==> src/fsqrt_pkg.sv <==
// Package for the single-precision square root block.
// Shared constants and the control struct between sequencer and datapath.
`default_nettype none
package fsqrt_pkg;
  localparam int unsigned WordW = 32;
  localparam int unsigned RootW = 25;
  localparam int unsigned RemW = 27;
  localparam int unsigned CntW = 5;
  localparam logic [7:0] ExpAllOnes = 8'hFF;
  localparam logic [31:0] ExpFieldMask = 32'h7F80_0000;

  typedef struct packed {
    logic load;
    logic step;
  } fsqrt_ctrl_t;
endpackage
`default_nettype wire

==> src/float32_square_root.sv <==
// Top level: IEEE-754 single square root with round to nearest even.
// Depends on fsqrt_pkg and fsqrt_core.
//
//  channel | signals                          | direction
//  in      | in_valid_i, in_stall_o, operand  | request in
//  out     | out_valid_o, out_stall_i, root   | request out
//
// A regular request goes through accept, load, 25 recurrence steps and round.
// Special operands (NaN, inf, zero, negative) are resolved in the accept state.
// Subnormals are first normalized by a left-shift search in the StNorm state.
// Reset clears the sequencer; the result register holds while stalled.
`default_nettype none
module float32_square_root import fsqrt_pkg::*; (
  input  wire logic        clk_i,
  input  wire logic        rst_ni,
  input  wire logic        in_valid_i,
  output logic             in_stall_o,
  input  wire logic [31:0] operand_bits_i,
  output logic             out_valid_o,
  input  wire logic        out_stall_i,
  output logic [31:0]      root_bits_o
);
  localparam logic [2:0] StIdle = 3'd0;
  localparam logic [2:0] StNorm = 3'd1;
  localparam logic [2:0] StLoad = 3'd2;
  localparam logic [2:0] StRun  = 3'd3;
  localparam logic [2:0] StRnd  = 3'd4;

  logic [2:0] state_q, state_d;
  logic [CntW-1:0] cnt_q, cnt_d;
  logic [23:0] man_q, man_d;
  logic signed [9:0] exp_q, exp_d;
  logic out_valid_q, out_valid_d;
  logic [31:0] res_q, res_d;
  fsqrt_ctrl_t ctrl;
  logic [49:0] radicand;
  logic [RootW-1:0] root;
  logic sticky;
  logic accept, out_free;
  logic [7:0] ef;
  logic [22:0] fr;
  logic signed [9:0] exp_h;
  logic [23:0] sig;
  logic [24:0] sig_r;

  assign out_free = !out_valid_q || !out_stall_i;
  assign in_stall_o = (state_q != StIdle) || !out_free;
  assign accept = in_valid_i && !in_stall_o;
  assign ef = operand_bits_i[30:23];
  assign fr = operand_bits_i[22:0];

  assign radicand = exp_q[0] ? {man_q, 26'b0} : {1'b0, man_q, 25'b0};
  assign exp_h = exp_q >>> 1;
  assign sig = root[24:1];
  assign sig_r = {1'b0, sig} + {24'b0, root[0] & (sticky | sig[0])};

  fsqrt_core u_core (
    .clk_i, .ctrl_i(ctrl), .radicand_i(radicand),
    .root_o(root), .sticky_o(sticky)
  );

  always_comb begin
    state_d = state_q;
    cnt_d = cnt_q;
    man_d = man_q;
    exp_d = exp_q;
    res_d = res_q;
    out_valid_d = out_valid_q && out_stall_i;
    ctrl = '0;
    unique case (state_q)
      StIdle: begin
        if (accept) begin
          if (ef == ExpAllOnes) begin
            res_d = (fr != '0 || !operand_bits_i[31]) ? operand_bits_i : '0;
            out_valid_d = 1'b1;
          end else if (operand_bits_i[31] || (ef == '0 && fr == '0)) begin
            res_d = '0;
            out_valid_d = 1'b1;
          end else if (ef == '0) begin
            man_d = {1'b0, fr};
            exp_d = -10'sd126;
            state_d = StNorm;
          end else begin
            man_d = {1'b1, fr};
            exp_d = 10'(signed'({2'b0, ef})) - 10'sd127;
            state_d = StLoad;
          end
        end
      end
      StNorm: begin
        if (man_q[23]) begin
          state_d = StLoad;
        end else begin
          man_d = {man_q[22:0], 1'b0};
          exp_d = exp_q - 10'sd1;
        end
      end
      StLoad: begin
        ctrl.load = 1'b1;
        cnt_d = CntW'(RootW - 1);
        state_d = StRun;
      end
      StRun: begin
        ctrl.step = 1'b1;
        if (cnt_q == '0) state_d = StRnd;
        else cnt_d = cnt_q - 1'b1;
      end
      StRnd: begin
        if (out_free) begin
          if (sig_r[24]) begin
            res_d = {1'b0, 8'(exp_h + 10'sd128), 23'b0};
          end else begin
            res_d = {1'b0, 8'(exp_h + 10'sd127), sig_r[22:0]};
          end
          out_valid_d = 1'b1;
          state_d = StIdle;
        end
      end
      default: state_d = StIdle;
    endcase
  end

  always_ff @(posedge clk_i or negedge rst_ni) begin
    if (!rst_ni) begin
      state_q <= StIdle;
      out_valid_q <= 1'b0;
      cnt_q <= '0;
    end else begin
      state_q <= state_d;
      out_valid_q <= out_valid_d;
      cnt_q <= cnt_d;
    end
  end

  always_ff @(posedge clk_i) begin
    man_q <= man_d;
    exp_q <= exp_d;
    res_q <= res_d;
  end

  assign out_valid_o = out_valid_q;
  assign root_bits_o = res_q;

  a_busy_stall: assert property (@(posedge clk_i) disable iff (!rst_ni)
    (state_q != StIdle) |-> in_stall_o) else $error("accept while busy");
  a_run_ends: assert property (@(posedge clk_i) disable iff (!rst_ni)
    (state_q == StRun && cnt_q == '0) |=> state_q == StRnd) else $error("run overrun");
  a_result_held: assert property (@(posedge clk_i) disable iff (!rst_ni)
    (out_valid_q && out_stall_i) |=> $stable(res_q)) else $error("result lost");
  a_norm_lead: assert property (@(posedge clk_i) disable iff (!rst_ni)
    (state_q == StLoad) |-> man_q[23]) else $error("not normalized");
endmodule
`default_nettype wire

==> src/fsqrt_core.sv <==
// Digit-recurrence root unit: one root bit per step.
// Depends on fsqrt_pkg.
`default_nettype none
module fsqrt_core import fsqrt_pkg::*; (
  input  wire logic              clk_i,
  input  wire fsqrt_ctrl_t       ctrl_i,
  input  wire logic [49:0]       radicand_i,
  output logic [RootW-1:0]       root_o,
  output logic                   sticky_o
);
  logic [49:0]      rad_q, rad_d;
  logic [RemW-1:0]  rem_q, rem_d;
  logic [RootW-1:0] root_q, root_d;
  logic [RemW-1:0]  shifted, trial;

  always_comb begin
    shifted = {rem_q[RemW-3:0], rad_q[49:48]};
    trial   = {root_q, 2'b01};
    rad_d = rad_q;
    rem_d = rem_q;
    root_d = root_q;
    if (ctrl_i.load) begin
      rad_d = radicand_i;
      rem_d = '0;
      root_d = '0;
    end else if (ctrl_i.step) begin
      rad_d = {rad_q[47:0], 2'b00};
      if (shifted >= trial) begin
        rem_d = shifted - trial;
        root_d = {root_q[RootW-2:0], 1'b1};
      end else begin
        rem_d = shifted;
        root_d = {root_q[RootW-2:0], 1'b0};
      end
    end
  end

  always_ff @(posedge clk_i) begin
    rad_q <= rad_d;
    rem_q <= rem_d;
    root_q <= root_d;
  end

  assign root_o = root_q;
  assign sticky_o = (rem_q != '0);
endmodule
`default_nettype wire

==> config.mk <==
export PLATFORM = sky130hd
export DESIGN_NAME = float32_square_root
export DESIGN_NICKNAME = d
export VERILOG_FILES = /design/src/fsqrt_pkg.sv /design/src/float32_square_root.sv /design/src/fsqrt_core.sv
export SDC_FILE = /design/constraint.sdc
export NUM_CORES = 1
export LEC_CHECK = 0
export CORE_MARGIN = 1.5
export CORE_UTILIZATION = 35
export CTS_BUF_LIST = sky130_fd_sc_hd__clkbuf_4
export CTS_CLUSTER_SIZE = 24
export DETAILED_ROUTE_END_ITERATION = 16
export DONT_BUFFER_PORTS = 1
export GPL_ROUTABILITY_DRIVEN = 0
export PLACE_DENSITY = 0.47
export SYNTH_ARGS = -nofsm -noshare
export SYNTH_HDL_FRONTEND = slang
export SYNTH_SLANG_ARGS = --single-unit
==> constraint.sdc <==
create_clock -name clk_i -period 4.1 [get_ports clk_i]
set_input_delay 0.205 -clock clk_i [delete_from_list [all_inputs] [get_ports clk_i]]
set_output_delay 0.205 -clock clk_i [all_outputs]
set_load 0.01 [all_outputs]
==> flow_metrics.py, run 1 <==
metrics = {
    "floorplan": {
        "die_area_sq_um": 27100,
        "start_util": 0.360,
        "rows": 58,
        "core-area_sq_um": 25400,
        "chipWidth_microns": 165,
        "die_y_microns": 165,
        "ios": 70,
    },
    "logic_synthesis": {
        "synthFlopType": "edfxtp_1",
        "synth_top_family_by_area": "simple AND/OR/NAND/NOR gates",
        "synth_compound_area_frac": 0.174,
        "synth_top_cell_by_area": "edfxtp_1",
        "synth.yosys.seq_area_share": 0.434,
        "async_flop_share": 0.0596,
        "avgSynthCellArea_sq_um": 9.08,
        "ys_seq_elements": 151,
        "synthMuxAreaShare": 0.0276,
        "synth.distinct_cells": 79,
        "synth_edf_count": 90,
        "synthTopCellsByArea": "edfxtp_1, dfxtp_1, o21ai_0",
        "synthCells": 1007,
        "yosys.area_share.xor_xnor": 0.0594,
        "syn-num-nets": 1078,
        "synth_top_area_share": 0.295,
        "netlist_area_sq_um": 9150,
        "synth_adder_area_share": 0.0479,
        "synthSimpleGateAreaFrac": 0.206,
        "ys_warn_count": 0,
    },
    "detailed_routing": {
        "route.vias.total": 7528,
        "drc": 0,
        "first_pass_iters": 5,
        "final_antenna_net_count": 0,
        "detail_route.vias_per_cell": 5.53,
        "wirelength_microns": 27100,
        "drtIter0Drc": 556,
        "avgRoutedWirePerCell_microns": 19.9,
    },
    "critical_path": {
        "end_kind": "register",
        "crit_type": "reg2reg",
        "cp.arrival_ns": 3.84,
        "cp_data_required_time_ns": 4.56,
        "path_max_fanout": 18,
        "start_kind": "register",
    },
    "cts": {
        "cts_made_buffers": 17,
        "cts.htree.levels": 4,
        "root_buffer": "clkbuf_4",
        "tritoncts": "done",
        "clockBufferDepth": 2,
        "clock_latency_ns": 0.57,
        "ctsResizeCount": 0,
        "clkTransAtPathRegs_ns": 0.15,
        "clock_sinks": 151,
    },
    "sta": {
        "setup_viol_count_final": 0,
        "rsz0062_at_grt": "false",
        "tns_ns": 0,
        "skew_ns": 0.0320,
        "relSlewSlack": 0.281,
        "slew_viol_final": 0,
        "max_freq_ghz": 0.296,
        "layout_min_cycle_time_ns": 3.38,
        "finalHoldViolCount": 0,
        "fin_crit_sh": 0.824,
        "tightestPinTransition_ns": 1.07,
        "setup_ws_ns": 0.720,
    },
    "global_route": {
        "antenna_found_initial": 1,
        "grt_overflow": 0,
        "grt_use_total": 0.204,
        "grt_pass1_vias": 7399,
        "grt_first_pass_wirelength_microns": 42100,
        "grt_max_degree": 68,
    },
    "place": {
        "io_buffers": 0,
        "preCtsSetupSlack_ns": 0.833,
        "dp_cells": 1290,
        "hpwl_microns": 18900,
    },
    "min_path": {
        "hp-class": "in2reg",
    },
    "finish": {
        "drive_gt1_frac": 0.0748,
        "fin_cells": 1361,
        "nNetsFinal": 1088,
        "area_growth_pct": 9.56,
    },
    "job": {
        "max_cap_viol_count": 0,
    },
    "power": {
        "powerDensity_nw_per_um2": 697,
        "ir_drop_uv": 286,
        "p_leak_uw": 0.00362,
    },
    "status": {
        "status": "completed",
    },
}
==> worst paths after layout <==
| path | from | end | slack (ns) | cells after the start |
|---|---|---|---|---|
| setup / recovery | u_core.root_o[5] | u_core.rem_q[5] | 0.72 | 9 |
| hold / removal | operand_bits_i[24] | exp_q[1] | 0.04 | 4 |
| setup reg to reg | u_core.root_o[5] | u_core.rem_q[5] | 0.72 | 9 |
| hold reg to reg | u_core.root_o[11] | u_core.root_o[12] | 0.50 | 2 |
| max in group asynchronous | rst_ni | cnt_q[4] | 3.28 | 2 |
| min in group asynchronous | rst_ni | cnt_q[2] | 0.51 | 2 |
==> sequential cells by signal, indices dropped and copies added (netlist names) <==
| signal | cells |
|---|---|
| root_bits_o | 32 |
| u_core.rem_q | 27 |
| u_core.root_o | 25 |
| exp_q | 9 |
| out_valid_o | 1 |
| u_core.rad_q | 25 |
| man_q | 24 |
| cnt_q | 5 |
| state_q | 3 |
==> logic make-up (layout without fill, tap and decap cells) <==
logic type	count (synthesis)	after routing
AOI/OAI and AO/OA	255	255
xor gates and xnor gates	62	62
adders and majority gates	35	35
buffers and inverters	100	123
DFF	151	151
muxes	25	25
other	0	1
and+or+nand+nor	379	379
==> area by class of cell <==
cell class / instances / area (sq um)
antenna: 1 / 2.50
tap: 330 / 413
sequential: 151 / 3970
timing repair buffer: 48 / 455
clock buffer: 17 / 128
multi-input combinational: 756 / 4730
fill: 2596 / 15400
clock inverter: 15 / 163
inverter: 43 / 161
==> metal layers <==
| metal | vias to the layer above | track usage | routed length [microns] |
|---|---|---|---|
| li1 | 3669 | - | - |
| met3 | 25 | 0.0374 | 1560 |
| met5 | - | 0 | 0 |
| met4 | 0 | 0.0463 | 315 |
| met1 | 3630 | 0.280 | 12900 |
| met2 | 204 | 0.331 | 12400 |
==> cells in the mapped netlist, drive strengths merged (3+ instances only) <==
cell    instances
nand2b         28
a211oi          5
dfrtp           9
nand4          16
and3           15
o21a            4
dfxtp          52
nand2         133
nand3          58
xor2           15
or3             6
a221o           9
nor3           22
xnor2          47
o22ai           5
a32o            3
edfxtp         90
buf            19
a21oi          43
ha             35
o21bai          8
mux2i          23
inv            43
nor2           54
a31oi           3
o31ai           5
and2            8
nor4           19
nor2b           4
and4            3
nor3b           4
o21ai         130
o211ai          5
o311ai          6
or2             4
a21o            9
a32oi           4
clkbuf         38
==> report_power, final <==
part | switching [uW] | internal (uW)
Combinational | 2360 | 1220
Sequential | 278 | 2140
Clock | 657 | 331
Total | 3290 | 3690
==> critical path, cell delays in order (launching register included) <==
cell	delay (ns)
dfxtp_1	0.49
inv_1	0.11
ha_1	0.44
a21oi_1	0.23
a211oi_1	0.11
a211oi_2	0.48
o22a_2	0.27
a21bo_1	0.63
nand2_4	0.19
a221o_1	0.34
==> repair_timing <==
item | CTS | global route
buffers inserted | 0 | 0
hold buffers | 38 | 0
hold endpoints to repair | 75 | 0
setup endpoints to repair | 0 | 0
==> per-stage QoR <==
| stage | utilization | hold WS [ns] | cell area (sq um) | power [uW] |
|---|---|---|---|---|
| 4_1_cts | 0.394 | 0.00768 | 10000 | 7000 |
| 6_report | 0.395 | 0.0420 | 10000 | 6980 |
| 2_1_floorplan | - | -0.0906 | 9150 | 5130 |
| 5_1_grt | 0.395 | 0.0318 | 10000 | 7480 |
| 3_3_place_gp | 0.368 | -0.0904 | 9350 | 5960 |
| 3_5_place_dp | 0.368 | -0.0904 | 9350 | 5960 |
==> layout by cell type (no fill, tap or decap), drive strengths merged, types with 6 or more instances in the layout <==
master       netlist  final
xnor2             47     47
nor2              54     54
dfrtp              9      9
nand2b            28     28
o21ai            130    130
nand4             16     16
nor3              22     22
nand2            133    133
a21o               9      9
edfxtp            90     90
clkbuf            38     17
inv               43     51
o21bai             8      8
o311ai             6      6
mux2i             23     23
and2               8      8
xor2              15     15
and3              15     15
dfxtp             52     52
ha                35     35
dlygate4sd3        0     38
buf               19     10
a221o              9      9
a21oi             43     43
nor4              19     19
or3                6      6
nand3             58     58
No activity file was read; power rests on OpenSTA's default activity.
==> run 2: changes to the inputs <==
Settings changed: PLACE_DENSITY 0.47 to 0.49.
Clock period 4.1 ns to 2.85 ns, I/O delays scaled along.
==> run 2 against run 1 <==
  * Sequential power rose by 43%
  * Critical path depth did not move
  * Sequential share of layout area fell by 1.3 points
  * Total power rose by 50%
==> flow_metrics.py, run 2 (synthesized netlist as in run 1, its figures left out) <==
metrics = {
    "critical_path": {
        "crit_chain": "inv_1 > ha_1 > a211oi_2 > o21ba_2 > o22ai_1 > nor4b_4 > nor2_1 > o31ai_1 > o211ai_1",
        "cp_data_required_time_ns": 3.31,
        "ff2ff_path_depth": 9,
        "path_max_fanout": 4,
        "start_kind": "register",
        "r2r_slack_ns": 0.15,
        "critPathMaxStageDelay_ns": 0.42,
        "cpMaxStageDelayCell": "o31ai_1",
        "rr_endpoint": "u_core.rem_q[26]",
        "crit_type": "reg2reg",
        "cp.arrival_ns": 3.16,
        "rr_startpoint": "u_core.root_o[7]",
        "end_kind": "register",
    },
    "global_route": {
        "grt_use_total": 0.208,
        "antenna_found_initial": 1,
        "grt_max_degree": 64,
        "grt_pass1_vias": 7574,
        "grt_first_pass_wirelength_microns": 43100,
        "grt_overflow": 0,
    },
    "finish": {
        "largest_reg_flops": 32,
        "drive_gt1_frac": 0.110,
        "nFillCells": 2511,
        "nNetsFinal": 1130,
        "final_common_cell": "nand2_1",
        "mostFrequentLayoutCells": "nand2_1, o21ai_0, edfxtp_1",
        "area_growth_pct": 13.3,
    },
    "sta": {
        "slew_viol_final": 0,
        "fin_crit_sh": 0.947,
        "relSlewSlack": 0.463,
        "layout_min_cycle_time_ns": 2.70,
        "setup_viol_count_final": 0,
        "skew_ns": 0.0269,
        "finalHoldWorstSlack_ns": 0.0662,
        "tns_ns": 0,
        "tightestPinTransition_ns": 0.806,
        "max_freq_ghz": 0.371,
        "finalHoldViolCount": 0,
    },
    "detailed_routing": {
        "wirelength_microns": 27400,
        "avgRoutedWirePerCell_microns": 19.5,
        "final_antenna_net_count": 0,
        "first_pass_iters": 6,
        "detail_route.vias_per_cell": 5.44,
        "drc": 0,
        "drtIter0Drc": 662,
        "route.vias.total": 7628,
    },
    "job": {
        "max_cap_viol_count": 0,
    },
    "floorplan": {
        "core-area_sq_um": 25400,
        "ios": 70,
        "die_area_sq_um": 27100,
        "die_y_microns": 165,
        "chipWidth_microns": 165,
        "start_util": 0.360,
        "rows": 58,
    },
    "power": {
        "powerDensity_nw_per_um2": 1010,
        "p_leak_uw": 0.00383,
        "ir_drop_uv": 600,
    },
    "min_path": {
        "min_to": "exp_q[2]",
        "hp-class": "in2reg",
        "whs_path_depth": 4,
        "min_from": "operand_bits_i[24]",
    },
    "cts": {
        "clockBufferDepth": 2,
        "root_buffer": "clkbuf_4",
        "clkTransAtPathRegs_ns": 0.16,
        "cts.htree.levels": 4,
        "clock_sinks": 151,
        "clock_latency_ns": 0.59,
        "cts_made_buffers": 17,
        "tritoncts": "done",
    },
    "place": {
        "io_buffers": 0,
        "hpwl_microns": 19400,
    },
    "status": {
        "status": "completed",
    },
}
run 2: cell types whose count changed in the layout (fill, tap and decap cells not counted), sizes merged:
cell,previous run,this run
clkinv,5,10
inv,51,47
buf,10,49
bufinv,1,0
dlygate4sd3,38,41
run 2: what timing repair did:
item	4_1_cts	5_1_grt
hold buffers	41	0
resized for setup	1	6
endpoints found under the hold margin	104	0
endpoints found under the setup margin	1	34
cloned	0	0
buffers inserted	0	3
pin swaps	0	2
run 2: critical path, delay by kind of cell, from the launching register on:
kind | cells | cell delay [ns]
AND/OR/NAND/NOR | 2 | 0.46
AO/OA/AOI/OAI | 5 | 1.28
buffers and inverters | 1 | 0.10
adder cells (fa/ha/maj) | 1 | 0.35
flip-flops | 1 | 0.40
run 2: layout make-up:
cell class | count | area (sq um) | area share
sequential | 151 | 3970 | 0.383
clock inverter | 15 | 149 | 0.0144
clock buffer | 17 | 128 | 0.0123
multi-input combinational | 756 | 4750 | 0.458
timing repair buffer | 90 | 791 | 0.0763
tap | 330 | 413 | 0.0398
antenna | 1 | 2.50 | 0.000241
inverter | 43 | 161 | 0.0156
run 2: how the worst max path moves through the flow:
| stage | start | to | cells after the start |
|---|---|---|---|
| after floorplan | operand_bits_i[23] | exp_q[0] | 8 |
| after global placement | u_core.root_o[2] | u_core.rem_q[26] | 9 |
| after detailed placement | u_core.root_o[2] | u_core.rem_q[26] | 9 |
| after CTS | u_core.root_o[20] | u_core.rem_q[19] | 9 |
| after global routing | u_core.root_o[14] | u_core.rem_q[8] | 11 |
| final | u_core.root_o[7] | u_core.rem_q[26] | 9 |
run 2: routing by layer:
metal / global-route usage / vias up / wire length (microns)
li1: - / 3758 / -
met1: 0.276 / 3605 / 12600
met2: 0.346 / 236 / 12800
met3: 0.0389 / 29 / 1520
met4: 0.0581 / 0 / 461
met5: 0 / - / 0
run 2: power by group:
part / switching, uW / internal [uW] / total, uW
logic: 3560 / 2120 / 5680
registers: 381 / 3070 / 3450
clock network: 958 / 384 / 1340
total: 4900 / 5570 / 10500
run 2: through the flow:
stage          setup slack, ns  std cells  instance area (sq um)  utilization  power, uW
4_1_cts                 0.0592       1399                  10300        0.406      10300
5_1_grt               -0.00228       1403                  10400        0.408      11200
2_1_floorplan          0.00367       1007                   9150            -       7380
3_3_place_gp            0.0448       1326                   9630        0.379       8950
6_report                 0.152       1403                  10400        0.408      10500
3_5_place_dp            0.0533       1326                   9630        0.379       8890
